**src/hw/rtl/phaf_pkg.sv**
```systemverilog
// Shared types and constants for the fan-triangulated polygon area unit.
// Used by every module under hw/rtl; depends on nothing.
package phaf_pkg;

	localparam int COORD_W      = 24;
	localparam int FRAC_BITS    = 8;
	localparam int MAX_VERTICES = 1024;
	localparam int CNT_W        = $clog2(MAX_VERTICES + 1);
	localparam int DIST_W       = COORD_W + 1;
	localparam int FAC_W        = DIST_W + 3;
	localparam int MUL_W        = 27;
	localparam int PROD_W       = 2 * MUL_W;
	localparam int ACC_W        = 2 * PROD_W;
	localparam int SQ_W         = 2 * DIST_W;
	localparam int HERON_SHIFT  = 2 * FRAC_BITS + 4;
	localparam int RAD_W        = ACC_W - HERON_SHIFT;
	localparam int ROOT_W       = RAD_W / 2;
	localparam int REM_W        = ROOT_W + 2;
	localparam int AREA_W       = 48;
	localparam int TRI_W        = 10;
	localparam int ITER_W       = $clog2(ROOT_W + 1);
	localparam int SHORT_ITERS  = DIST_W;
	localparam int LONG_ITERS   = ROOT_W;

	typedef struct packed {
		logic signed [COORD_W-1:0] vert_x;
		logic signed [COORD_W-1:0] vert_y;
		logic                      last_vertex;
	} in_word_t;

	typedef struct packed {
		logic [AREA_W-1:0] total_area;
		logic [TRI_W-1:0]  triangle_count;
	} out_word_t;

	typedef enum logic [3:0] {
		MUL_NONE,
		MUL_DXB,
		MUL_DYB,
		MUL_DXC,
		MUL_DYC,
		MUL_F12,
		MUL_F34,
		MUL_LL,
		MUL_LH,
		MUL_HL,
		MUL_HH
	} mul_op_t;

	typedef struct packed {
		logic    vtx_ld;
		mul_op_t mul_op;
		logic    acc_clr;
		logic    sqrt_start;
		logic    sqrt_long;
		logic    db_ld;
		logic    dc_ld;
		logic    area_ld;
		logic    commit;
		logic    emit;
	} dp_cmd_t;

	typedef struct packed {
		logic cnt_zero;
		logic cnt_one;
		logic cnt_full;
		logic degen;
		logic sqrt_busy;
		logic out_busy;
		logic last;
	} dp_status_t;

endpackage

```
**src/hw/rtl/phaf_sqrt.sv**
```systemverilog
// Bit-serial integer square root, one result bit per cycle.
// Depends on phaf_pkg.
module phaf_sqrt (
	input  logic                       clk,
	input  logic                       arst_n,
	input  logic                       start,
	input  logic                       long_mode,
	input  logic [phaf_pkg::RAD_W-1:0] rad,
	output logic                       busy,
	output logic [phaf_pkg::ROOT_W-1:0] root
);
	import phaf_pkg::*;

	logic [RAD_W-1:0]  rad_q;
	logic [REM_W-1:0]  rem_q;
	logic [ROOT_W-1:0] root_q;
	logic [ITER_W-1:0] iter_q;
	logic [REM_W+1:0]  rem_n;
	logic [REM_W+1:0]  trial;
	logic              fits;

	assign rem_n = {rem_q, rad_q[RAD_W-1 -: 2]};
	assign trial = {2'b00, root_q, 2'b01};
	assign fits  = rem_n >= trial;
	assign busy  = iter_q != '0;
	assign root  = root_q;

	always_ff @(posedge clk or negedge arst_n) begin
		if (!arst_n) begin
			iter_q <= '0;
		end else if (start) begin
			iter_q <= long_mode ? ITER_W'(LONG_ITERS) : ITER_W'(SHORT_ITERS);
		end else if (busy) begin
			iter_q <= iter_q - 1'b1;
		end
	end

	always_ff @(posedge clk) begin
		if (start) begin
			rad_q  <= long_mode ? rad : {rad[SQ_W-1:0], {(RAD_W-SQ_W){1'b0}}};
			rem_q  <= '0;
			root_q <= '0;
		end else if (busy) begin
			rad_q <= {rad_q[RAD_W-3:0], 2'b00};
			if (fits) begin
				rem_q  <= REM_W'(rem_n - trial);
				root_q <= {root_q[ROOT_W-2:0], 1'b1};
			end else begin
				rem_q  <= REM_W'(rem_n);
				root_q <= {root_q[ROOT_W-2:0], 1'b0};
			end
		end
	end

endmodule

```
**src/hw/rtl/phaf_datapath.sv**
```systemverilog
// Datapath: vertex registers, shared multiplier, accumulator, area sum, output word.
// Depends on phaf_pkg and phaf_sqrt.
module phaf_datapath (
	input  logic                   clk,
	input  logic                   arst_n,
	input  phaf_pkg::in_word_t     in_word,
	input  phaf_pkg::dp_cmd_t      cmd,
	output phaf_pkg::dp_status_t   status,
	output logic                   out_valid,
	input  logic                   out_ready,
	output phaf_pkg::out_word_t    out_word
);
	import phaf_pkg::*;

	logic signed [COORD_W-1:0] cur_x_q, cur_y_q, first_x_q, first_y_q, prev_x_q, prev_y_q;
	logic                      last_q;
	logic [DIST_W-1:0]         pfd_q, db_q, dc_q;
	logic [CNT_W-1:0]          cnt_q;
	logic [AREA_W-1:0]         area_q;
	logic                      out_valid_q;
	out_word_t                 out_q;
	logic [PROD_W-1:0]         prod_s1, m1_q, m2_q;
	mul_op_t                   op_s1;
	logic [ACC_W-1:0]          acc_q;

	logic signed [DIST_W-1:0]  dxb, dyb, dxc, dyc;
	logic [DIST_W-1:0]         axb, ayb, axc, ayc;
	logic signed [FAC_W-1:0]   sa, sb, sc, f1, f2, f3, f4;
	logic [MUL_W-1:0]          mul_a, mul_b;
	logic [ACC_W-1:0]          prod_ext;
	logic                      sq_busy;
	logic [ROOT_W-1:0]         sq_root;
	logic [RAD_W-1:0]          sq_rad;
	logic [AREA_W:0]           area_add;
	logic [TRI_W-1:0]          tri_cnt;

	assign dxb = DIST_W'(prev_x_q) - DIST_W'(cur_x_q);
	assign dyb = DIST_W'(prev_y_q) - DIST_W'(cur_y_q);
	assign dxc = DIST_W'(first_x_q) - DIST_W'(cur_x_q);
	assign dyc = DIST_W'(first_y_q) - DIST_W'(cur_y_q);
	assign axb = dxb[DIST_W-1] ? DIST_W'(-dxb) : dxb;
	assign ayb = dyb[DIST_W-1] ? DIST_W'(-dyb) : dyb;
	assign axc = dxc[DIST_W-1] ? DIST_W'(-dxc) : dxc;
	assign ayc = dyc[DIST_W-1] ? DIST_W'(-dyc) : dyc;

	assign sa = FAC_W'(pfd_q);
	assign sb = FAC_W'(db_q);
	assign sc = FAC_W'(dc_q);
	assign f1 = sa + sb + sc;
	assign f2 = sb + sc - sa;
	assign f3 = sa + sc - sb;
	assign f4 = sa + sb - sc;

	always_comb begin
		unique case (cmd.mul_op)
			MUL_DXB: begin mul_a = MUL_W'(axb); mul_b = MUL_W'(axb); end
			MUL_DYB: begin mul_a = MUL_W'(ayb); mul_b = MUL_W'(ayb); end
			MUL_DXC: begin mul_a = MUL_W'(axc); mul_b = MUL_W'(axc); end
			MUL_DYC: begin mul_a = MUL_W'(ayc); mul_b = MUL_W'(ayc); end
			MUL_F12: begin mul_a = MUL_W'(f1); mul_b = MUL_W'(f2); end
			MUL_F34: begin mul_a = MUL_W'(f3); mul_b = MUL_W'(f4); end
			MUL_LL:  begin mul_a = m1_q[MUL_W-1:0]; mul_b = m2_q[MUL_W-1:0]; end
			MUL_LH:  begin mul_a = m1_q[MUL_W-1:0]; mul_b = m2_q[PROD_W-1:MUL_W]; end
			MUL_HL:  begin mul_a = m1_q[PROD_W-1:MUL_W]; mul_b = m2_q[MUL_W-1:0]; end
			MUL_HH:  begin mul_a = m1_q[PROD_W-1:MUL_W]; mul_b = m2_q[PROD_W-1:MUL_W]; end
			default: begin mul_a = '0; mul_b = '0; end
		endcase
	end

	always_comb begin
		unique case (op_s1)
			MUL_LH, MUL_HL: prod_ext = ACC_W'(prod_s1) << MUL_W;
			MUL_HH:         prod_ext = ACC_W'(prod_s1) << PROD_W;
			default:        prod_ext = ACC_W'(prod_s1);
		endcase
	end

	assign sq_rad = cmd.sqrt_long ? acc_q[ACC_W-1:HERON_SHIFT] : RAD_W'(acc_q[SQ_W-1:0]);

	phaf_sqrt u_sqrt (
		.clk       (clk),
		.arst_n    (arst_n),
		.start     (cmd.sqrt_start),
		.long_mode (cmd.sqrt_long),
		.rad       (sq_rad),
		.busy      (sq_busy),
		.root      (sq_root)
	);

	assign area_add = {1'b0, area_q} + (AREA_W+1)'(sq_root);
	assign tri_cnt  = (cnt_q >= CNT_W'(3)) ? TRI_W'(cnt_q - CNT_W'(2)) : '0;

	always_ff @(posedge clk or negedge arst_n) begin
		if (!arst_n) begin
			op_s1       <= MUL_NONE;
			cnt_q       <= '0;
			area_q      <= '0;
			out_valid_q <= 1'b0;
		end else begin
			op_s1 <= cmd.mul_op;
			if (cmd.area_ld) begin
				area_q <= area_add[AREA_W] ? {AREA_W{1'b1}} : area_add[AREA_W-1:0];
			end
			if (cmd.commit && !status.cnt_full) begin
				cnt_q <= cnt_q + 1'b1;
			end
			if (cmd.emit) begin
				out_valid_q <= 1'b1;
				cnt_q       <= '0;
				area_q      <= '0;
			end else if (out_ready) begin
				out_valid_q <= 1'b0;
			end
		end
	end

	always_ff @(posedge clk) begin
		prod_s1 <= PROD_W'(mul_a * mul_b);
		if (cmd.vtx_ld) begin
			cur_x_q <= in_word.vert_x;
			cur_y_q <= in_word.vert_y;
			last_q  <= in_word.last_vertex;
		end
		if (cmd.acc_clr) begin
			acc_q <= '0;
		end else begin
			unique case (op_s1)
				MUL_DXB, MUL_DYB, MUL_DXC, MUL_DYC, MUL_LL, MUL_LH, MUL_HL, MUL_HH:
					acc_q <= acc_q + prod_ext;
				default: acc_q <= acc_q;
			endcase
		end
		if (op_s1 == MUL_F12) m1_q <= prod_s1;
		if (op_s1 == MUL_F34) m2_q <= prod_s1;
		if (cmd.db_ld) db_q <= DIST_W'(sq_root);
		if (cmd.dc_ld) dc_q <= DIST_W'(sq_root);
		if (cmd.commit && !status.cnt_full) begin
			if (status.cnt_zero) begin
				first_x_q <= cur_x_q;
				first_y_q <= cur_y_q;
				pfd_q     <= '0;
			end else begin
				pfd_q <= dc_q;
			end
			prev_x_q <= cur_x_q;
			prev_y_q <= cur_y_q;
		end
		if (cmd.emit) begin
			out_q.total_area     <= area_q;
			out_q.triangle_count <= tri_cnt;
		end
	end

	assign status.cnt_zero  = cnt_q == '0;
	assign status.cnt_one   = cnt_q == CNT_W'(1);
	assign status.cnt_full  = cnt_q >= CNT_W'(MAX_VERTICES);
	assign status.degen     = (f1 <= 0) || (f2 <= 0) || (f3 <= 0) || (f4 <= 0);
	assign status.sqrt_busy = sq_busy;
	assign status.out_busy  = out_valid_q && !out_ready;
	assign status.last      = last_q;

	assign out_valid = out_valid_q;
	assign out_word  = out_q;

endmodule

```
**src/hw/rtl/phaf_ctrl.sv**
```systemverilog
// Controller: sequences distances, Heron product, root and area update per vertex word.
// Depends on phaf_pkg.
module phaf_ctrl (
	input  logic                 clk,
	input  logic                 arst_n,
	input  logic                 in_valid,
	output logic                 in_ready,
	input  phaf_pkg::dp_status_t status,
	output phaf_pkg::dp_cmd_t    cmd
);
	import phaf_pkg::*;

	typedef enum logic [4:0] {
		ST_IDLE, ST_BX, ST_BY, ST_BW, ST_BSQ, ST_BWAIT,
		ST_CX, ST_CY, ST_CW, ST_CSQ, ST_CWAIT, ST_FDEC,
		ST_F12, ST_F34, ST_FW, ST_LL, ST_LH, ST_HL, ST_HH, ST_HW,
		ST_HSQ, ST_HWAIT, ST_COMMIT, ST_EMIT
	} state_t;

	state_t state_q;

	assign in_ready = state_q == ST_IDLE;

	always_ff @(posedge clk or negedge arst_n) begin
		if (!arst_n) begin
			state_q <= ST_IDLE;
		end else begin
			unique case (state_q)
				ST_IDLE:   if (in_valid) begin
					state_q <= (status.cnt_zero || status.cnt_full) ? ST_COMMIT : ST_BX;
				end
				ST_BX:     state_q <= ST_BY;
				ST_BY:     state_q <= ST_BW;
				ST_BW:     state_q <= ST_BSQ;
				ST_BSQ:    state_q <= ST_BWAIT;
				ST_BWAIT:  if (!status.sqrt_busy) state_q <= ST_CX;
				ST_CX:     state_q <= ST_CY;
				ST_CY:     state_q <= ST_CW;
				ST_CW:     state_q <= ST_CSQ;
				ST_CSQ:    state_q <= ST_CWAIT;
				ST_CWAIT:  if (!status.sqrt_busy) begin
					state_q <= status.cnt_one ? ST_COMMIT : ST_FDEC;
				end
				ST_FDEC:   state_q <= status.degen ? ST_COMMIT : ST_F12;
				ST_F12:    state_q <= ST_F34;
				ST_F34:    state_q <= ST_FW;
				ST_FW:     state_q <= ST_LL;
				ST_LL:     state_q <= ST_LH;
				ST_LH:     state_q <= ST_HL;
				ST_HL:     state_q <= ST_HH;
				ST_HH:     state_q <= ST_HW;
				ST_HW:     state_q <= ST_HSQ;
				ST_HSQ:    state_q <= ST_HWAIT;
				ST_HWAIT:  if (!status.sqrt_busy) state_q <= ST_COMMIT;
				ST_COMMIT: state_q <= status.last ? ST_EMIT : ST_IDLE;
				ST_EMIT:   if (!status.out_busy) state_q <= ST_IDLE;
				default:   state_q <= ST_IDLE;
			endcase
		end
	end

	always_comb begin
		cmd        = '0;
		cmd.mul_op = MUL_NONE;
		unique case (state_q)
			ST_IDLE:   cmd.vtx_ld = in_valid;
			ST_BX:     begin cmd.mul_op = MUL_DXB; cmd.acc_clr = 1'b1; end
			ST_BY:     cmd.mul_op = MUL_DYB;
			ST_BSQ:    cmd.sqrt_start = 1'b1;
			ST_BWAIT:  cmd.db_ld = !status.sqrt_busy;
			ST_CX:     begin cmd.mul_op = MUL_DXC; cmd.acc_clr = 1'b1; end
			ST_CY:     cmd.mul_op = MUL_DYC;
			ST_CSQ:    cmd.sqrt_start = 1'b1;
			ST_CWAIT:  cmd.dc_ld = !status.sqrt_busy;
			ST_F12:    cmd.mul_op = MUL_F12;
			ST_F34:    cmd.mul_op = MUL_F34;
			ST_FW:     cmd.acc_clr = 1'b1;
			ST_LL:     cmd.mul_op = MUL_LL;
			ST_LH:     cmd.mul_op = MUL_LH;
			ST_HL:     cmd.mul_op = MUL_HL;
			ST_HH:     cmd.mul_op = MUL_HH;
			ST_HSQ:    begin cmd.sqrt_start = 1'b1; cmd.sqrt_long = 1'b1; end
			ST_HWAIT:  cmd.area_ld = !status.sqrt_busy;
			ST_COMMIT: cmd.commit = 1'b1;
			ST_EMIT:   cmd.emit = !status.out_busy;
			default:   cmd.mul_op = MUL_NONE;
		endcase
	end

endmodule

```
**src/hw/rtl/polygon_area_heron_fan_unit.sv**
```systemverilog
// Polygon area by fan triangulation and Heron's formula, summed per polygon.
// Top level; depends on phaf_pkg, phaf_ctrl and phaf_datapath.
//
// Input words carry one vertex (signed Q15.8 x and y) and a last-vertex flag,
// over a valid/ready channel. Output words carry the total area (Q40.8,
// saturating) and the triangle count, one word per polygon, sent when the
// vertex flagged last has been processed.
// Per vertex word, from acceptance to in_ready high again: the first vertex
// is only stored, the second takes two 25-step distance roots, and each
// further vertex takes two distance roots, ten multiplies on the shared
// 27x27 multiplier and a 44-step root of the Heron product, all through
// the one bit-serial square root unit. A degenerate triangle skips the
// Heron product; a vertex beyond the limit skips all of the arithmetic.
// A flagged vertex then passes an emit state to load the output register.
// The output register holds a finished word while the next polygon's
// vertices are taken; if it is still full when another polygon ends, the
// unit holds in_ready low until the receiver takes the waiting word.
// Reset clears the vertex count, area sum and output valid; the unit then
// waits for a first vertex.
module polygon_area_heron_fan_unit (
	input  logic                clk,
	input  logic                arst_n,
	input  logic                in_valid,
	output logic                in_ready,
	input  phaf_pkg::in_word_t  in_word,
	output logic                out_valid,
	input  logic                out_ready,
	output phaf_pkg::out_word_t out_word
);
	import phaf_pkg::*;

	dp_cmd_t    cmd;
	dp_status_t status;

	phaf_ctrl u_ctrl (
		.clk      (clk),
		.arst_n   (arst_n),
		.in_valid (in_valid),
		.in_ready (in_ready),
		.status   (status),
		.cmd      (cmd)
	);

	phaf_datapath u_datapath (
		.clk       (clk),
		.arst_n    (arst_n),
		.in_word   (in_word),
		.cmd       (cmd),
		.status    (status),
		.out_valid (out_valid),
		.out_ready (out_ready),
		.out_word  (out_word)
	);

endmodule
```
**config.mk**
```make
export PLATFORM = sky130hd
export DESIGN_NAME = polygon_area_heron_fan_unit
export DESIGN_NICKNAME = d
export VERILOG_FILES = /design/src/hw/rtl/phaf_pkg.sv /design/src/hw/rtl/phaf_sqrt.sv /design/src/hw/rtl/phaf_datapath.sv /design/src/hw/rtl/phaf_ctrl.sv /design/src/hw/rtl/polygon_area_heron_fan_unit.sv
export SDC_FILE = /design/constraint.sdc
export NUM_CORES = 2
export LEC_CHECK = 0
export ABC_AREA = 1
export BUFFER_PORTS_ARGS = -buffer_cell sky130_fd_sc_hd__buf_4
export CELL_PAD_IN_SITES_DETAIL_PLACEMENT = 2
export CELL_PAD_IN_SITES_GLOBAL_PLACEMENT = 2
export CORE_MARGIN = 2
export CORE_UTILIZATION = 35
export CTS_BUF_LIST = sky130_fd_sc_hd__clkbuf_4 sky130_fd_sc_hd__clkbuf_8 sky130_fd_sc_hd__clkbuf_16
export DETAILED_ROUTE_END_ITERATION = 8
export HOLD_SLACK_MARGIN = 0.1
export PLACE_DENSITY = 0.75
export REMOVE_ABC_BUFFERS = 1
export SYNTH_ARGS = -nofsm -noshare
export SYNTH_HDL_FRONTEND = slang
export SYNTH_SLANG_ARGS = --single-unit
```
**constraint.sdc**
```tcl
create_clock -name clk -period 9 [get_ports clk]
set_input_delay 0.45 -clock clk [delete_from_list [all_inputs] [get_ports clk]]
set_output_delay 0.45 -clock clk [all_outputs]
set_load 0.05 [all_outputs]
```
* After elaboration in Yosys (flattened, before gate mapping)
Cells that the tools add are included.
** Storage, ports and cells
- Logic and storage cells :: 173
- RAM bits :: 0
- Memory bits (read-only) :: 0
- Latch bits :: 0
- Register bits :: 801
- Bits of input ports :: 53
- Memories :: 0
- Output and inout bits :: 60
** Cells by class
- $lt $le $gt $ge :: 7
- Equal/unequal tests :: 49
- Reductions and logical operators :: 27
- Mux-type cells :: 43
- Add/sub/neg operators :: 21
- Shift operators :: 0
- Multipliers :: 1
- Bitwise logic cells :: 0
- Div/mod/pow operators :: 0
** Operators by type and width (number)
- $pmux 27 s8 :: 2
- $mux 88 :: 4
- $pmux 108 s2 :: 1
- $mux 48 :: 3
- $pmux 5 s24 :: 1
- $le 28x1->1 const B :: 4
- $add 108x108->108 :: 1
- $mux 25 :: 4
- $neg 25->25 :: 4
- $sub 24x24->25 :: 4
- $sub 26x25->27 :: 3
- $add 25x25->26 :: 3
- $mul 27x27->54 :: 1
- $add 48x44->49 :: 1
- $ge 48x46->1 :: 1
- $mux 46 :: 1
- $sub 46x46->46 :: 1
- $mux 5 :: 9
- $eq 5x4->1 const B :: 8
- $eq 5x5->1 const B :: 8
- $pmux 4 s10 :: 1
- $eq 4x3->1 const B :: 8
- $add 26x25->27 :: 1
- $eq 4x4->1 const B :: 6
- other kinds (27) :: 68

* Longest topological paths before layout
- Word-level depth :: 8
- Mapped depth :: 56
- Mapped depth without buffers :: 54

* By module
Synthesis repeated with hierarchy kept, for this count alone.
** Unflattened totals
- Cell total of the unflattened synthesis :: 12578
- Area total of the unflattened synthesis :: 89859.9 um^2
** Modules (own cells, without submodules)
- phaf_datapath :: cells each 10840, instances 1, area each 77729.5 um^2, seq. area each 16435.8 um^2
- phaf_sqrt :: cells each 1602, instances 1, area each 11432.2 um^2, seq. area each 4594.4 um^2
- phaf_ctrl :: cells each 136, instances 1, area each 698.2 um^2, seq. area each 125.1 um^2

* Worst setup path before layout
No wires, ideal clock.
- Kind :: flip-flop to flip-flop
- Start :: register u_datapath.db_q[0]
- End :: register u_datapath.prod_s1[51]
- Cell stages (with the launch flop) :: 44
- Data required time :: 8.928 ns
- Buffers on the path :: 2
- Path slack :: -0.954 ns
- Arrival time :: 9.882 ns
- Cell sequence :: edfxtp_1 -> ha_1 -> inv_1 -> fa_1 -> o21ai_1 -> nand2_1 -> o211ai_1 -> a21boi_1 -> o21ai_0 -> a21boi_1 -> o21ai_0 -> a21oi_1 -> o21ai_1 -> xor2_1 -> ha_1 -> clkbuf_1 -> nand2_1 -> nor2_1 -> (+8 left out) -> inv_1 -> fa_1 -> fa_1 -> fa_1 -> inv_1 -> fa_1 -> fa_1 -> inv_1 -> fa_1 -> inv_1 -> ha_1 -> nand2_1 -> nor2_1 -> inv_1 -> nor4_1 -> or3b_2 -> nand3_1 -> xor2_1
** On the way
- Word-level cells in the longest chain between the ends :: 4
- Elaborated cells between the ends (all ways) :: 9
** Ends and longest elaborated chain
- start: declaration :: RTL line phaf_datapath.sv:17 : logic [DIST_W-1:0] pfd_q, db_q, dc_q;
- start signal: assignment :: RTL line phaf_datapath.sv:135 : if (cmd.db_ld) db_q <= DIST_W'(sq_root);
- $add 25x25->26 (on tied branches) :: RTL line phaf_datapath.sv:49, phaf_datapath.sv:52, phaf_datapath.sv:50
- $add 26x25->27 (tied with other cells) :: RTL line phaf_datapath.sv:49 : assign f1 = sa + sb + sc;
- $pmux 27 s8 :: RTL line phaf_datapath.sv:55 : unique case (cmd.mul_op)
- $mul 27x27->54 (*) :: RTL line phaf_datapath.sv:118 : prod_s1 <= PROD_W'(mul_a * mul_b);
- end signal: assignment :: RTL line phaf_datapath.sv:118
- end: declaration :: RTL line phaf_datapath.sv:22 : logic [PROD_W-1:0] prod_s1, m1_q, m2_q;
Every way passes the cells marked *; elsewhere a longest branch is shown, timed or not.
A chain may end at the register's enable or synchronous reset.

* Final worst setup path
- Start :: register u_datapath.db_q[0]
- End :: register u_datapath.prod_s1[44]
The elaborated chain is that of the path after synthesis.

==> impl_results.md <==
* Outcome: finished with violations
* Violated checks: DRC, setup timing
* Worst hold margin at 0.3338 ns
* Residual DRC count at 2
* Setup CP Type: flop to flop
* Area occupied by multi-input gates at 0.05926 mm2
* Drt first pass iters at 7
* Critical path required time at 9.67 ns
* Register area share after synthesis at 24.28%
* Startpoint types: flop
* CTS H-tree depth at 3
* Register area at 0.02116 mm2
* Most frequent cell after synthesis: nand2_1
* Synth warnings at 0
* Number of distinct library cells after synthesis at 74
* Num ports at 113
* CP Capture Type: flop
* Main area contributors after synthesis: edfxtp_1 (16%), fa_1 (16%), nand2_1 (12%)
* Share of the synthesized area in the top cell type at 16.34%
* R2R Setup Slk at -2.06 ns
* Final HPWL from detailed placement at 395.0 mm
* Final hold viol count at 0
* Vias in the first global route at 109.7k
* Wire length per cell at 31.86 um
* R2r worst-path depth at 52
* CTS clk-pin slew, worst paths at 0.09 ns
* Critical Path Most Common Cell: fa_1
* Max-slew violations at 0
* Die area at 0.2530 mm2
* Max-slew headroom at 6.466%
* Die outline height at 503.0 um
* Syn avg cell area at 7.328 um2
* Worst Path Arrival at 11.73 ns
* CORE AREA at 0.2482 mm2
* EDFF count, synth at 474
* Post-route ant nets at 0
* RSZ-0062 raised after global routing: yes
* Final Setup Violations at 43
* Via count at 98.38k
* Die W at 503.0 um
* Crit-path max cell delay at 0.64 ns
* Layout cells sized above 1 at 22.40%
* Max Root-Sink Buffers at 3
* Largest net degree at the start of global routing at 88
* Root buffer cell: clkbuf_16
* Minimum clock period at 11.06 ns
* Main flop type after synthesis: edfxtp_1
* Routed vias/inst at 5.714
* Fmax at 90.40 MHz
* Clock buffers created by TritonCTS at 100
* Antenna violations before repair at 29
* Final WL at 548.5 mm
* Synth Instances at 11.89k
* Worst-skew pair later-pin latency at 0.82 ns
* Post-synth top cells: nand2_1 (2684), inv_1 (2326), nor2_1 (1131)
* Post-Synth XOR/XNOR Area at 2.580%
* Total global routing overflow at 0
* Yosys reg bits at 801
* Worst Skew at 0.09958 ns
* Filler Cell Count at 28.38k
* Reg2reg start: u_datapath.db_q[0]
* Reg-to-Reg End: u_datapath.prod_s1[44]
* Hold Crit Class: input pin to asynchronous set/reset pin
* Cell Rows at 183
* Final setup margin at -2.062 ns
* Largest family of logic cells by synthesized area: adder cells
* Top fanout value on the critical path at 15
* Gpl congestion at 1.010
* CTS tree: yes
* Max-cap violation count at 0
* Mapped cell area at 0.08713 mm2
* Area leader, netlist: edfxtp_1
* Post-synthesis adder-cell area fraction at 24.64%
* Simple-gate area share of the yosys netlist at 23.19%
* Clock sink count at 801
* Nets@finish at 15.15k
* Worst-margin pin slew at 1.392 ns
* Compound-cell area share of the yosys netlist at 13.46%
* Port Buffer Count at 112
* Crit share post-route at 122.9%
* First-pass GRT wire length at 756.5 mm
* Post-synthesis mux area share at 0%
* Fraction of registers with async set/reset at 9.363%
* Total GRT Usage at 40.53%
* Area grow syn2layout at 31.28%
* DR iter-0 viols at 7641
* Slowest-stage cell, CP: fa_1
* Initial Util at 35.11%
## layout make-up
class	instances	area share [%]
diodes	15	0.03282
clock buffers	132	2.492
clock inverters	55	0.5557
inverters	2376	7.872
multi-input cells	8422	51.80
flip-flops and latches	801	18.49
well taps	3330	3.643
repair buffers	2085	15.11
## per-stage QoR
| step | setup WS, ns | area [um2] | setup TNS [ns] | utilization [%] | cells |
|---|---|---|---|---|---|
| 6_report | -2.062 | 114400 | -69.52 | 46.09 | 17220 |
| 3_5_place_dp | -2.723 | 105300 | -84.05 | 42.43 | 16830 |
| 5_1_grt | -2.275 | 114400 | -76.66 | 46.08 | 17210 |
| 4_1_cts | -1.429 | 112100 | -42.63 | 45.15 | 17130 |
| 2_1_floorplan | -1.120 | 85730 | -22.92 | - | 11600 |
| 3_3_place_gp | -2.147 | 105300 | -63.57 | 42.43 | 16830 |
## cells in the final DEF (no fill, tap or decap), types with 95 or more instances in the layout
| master | count |
|---|---|
| a21oi_1 | 720 |
| buf_12 | 96 |
| buf_4 | 1871 |
| clkbuf_16 | 105 |
| dfxtp_1 | 252 |
| edfxtp_1 | 474 |
| fa_1 | 636 |
| ha_1 | 575 |
| inv_1 | 2247 |
| inv_2 | 103 |
| nand2_1 | 2580 |
| nand2_2 | 158 |
| nand3_1 | 446 |
| nand4_1 | 139 |
| nor2_1 | 1047 |
| nor3_1 | 95 |
| o21ai_0 | 529 |
| o22ai_1 | 110 |
| xor2_1 | 137 |
## flip-flops by register name, indices dropped and copies added (netlist names), 25 cells and up
| signal | cells |
|---|---|
| u_datapath.prod_s1 | 54 |
| u_datapath.m1_q | 54 |
| u_datapath.acc_q | 108 |
| u_datapath.pfd_q | 25 |
| u_datapath.out_word | 58 |
| u_datapath.dc_q | 25 |
| u_datapath.u_sqrt.root | 44 |
| u_datapath.area_q | 48 |
| u_datapath.u_sqrt.rad_q | 88 |
| u_datapath.m2_q | 54 |
| u_datapath.db_q | 25 |
| u_datapath.u_sqrt.rem_q | 46 |
## worst max-delay path, delay by kind of cell (launching register included)
family                   cells  cell delay, ns
adder cells (fa/ha/maj)     11            4.73
buffers and inverters       14            1.56
AO/OA/AOI/OAI               11            2.05
XOR/XNOR                     2            0.46
flip-flops                   1            0.46
AND/OR/NAND/NOR             14            1.59
## worst max path at each step
stage               depth (start not counted)          startpoint                endpoint
floorplan                                  44  u_datapath.db_q[0]  u_datapath.prod_s1[49]
global placement                           49  u_datapath.db_q[0]  u_datapath.prod_s1[49]
detailed placement                         51  u_datapath.db_q[0]  u_datapath.prod_s1[49]
CTS                                        54  u_datapath.db_q[0]  u_datapath.prod_s1[52]
global route                               55  u_datapath.db_q[0]  u_datapath.prod_s1[48]
finish                                     52  u_datapath.db_q[0]  u_datapath.prod_s1[44]
## routing by layer
layer / wire length (um) / up-vias / GRT usage (%)
met3: 33170 / 1951 / 5.752
met4: 49110 / 28 / 27.91
met5: 181 / - / 0
li1: - / 41750 / -
met2: 262700 / 4348 / 69.97
met1: 203300 / 50300 / 46.25
## cells by family after synthesis
| group | count (synthesis) |
|---|---|
| flops | 801 |
| simple gates | 4823 |
| buf+inv | 2668 |
| fa+ha+maj | 1306 |
| xor+xnor | 255 |
| compound gates | 2038 |
## repair_timing
action                                  4_1_cts  5_1_grt
resized for setup                           527      429
gates cloned                                  0        1
hold endpoints to repair                     86        0
endpoints found under the setup margin       45       46
pin swaps                                   220      184
buffers inserted                             68       68
hold buffers                                 52        0
Power is left out: the tool's default activity adds up to more than one toggle a clock period on the data nets, which glitch-free logic cannot reach.
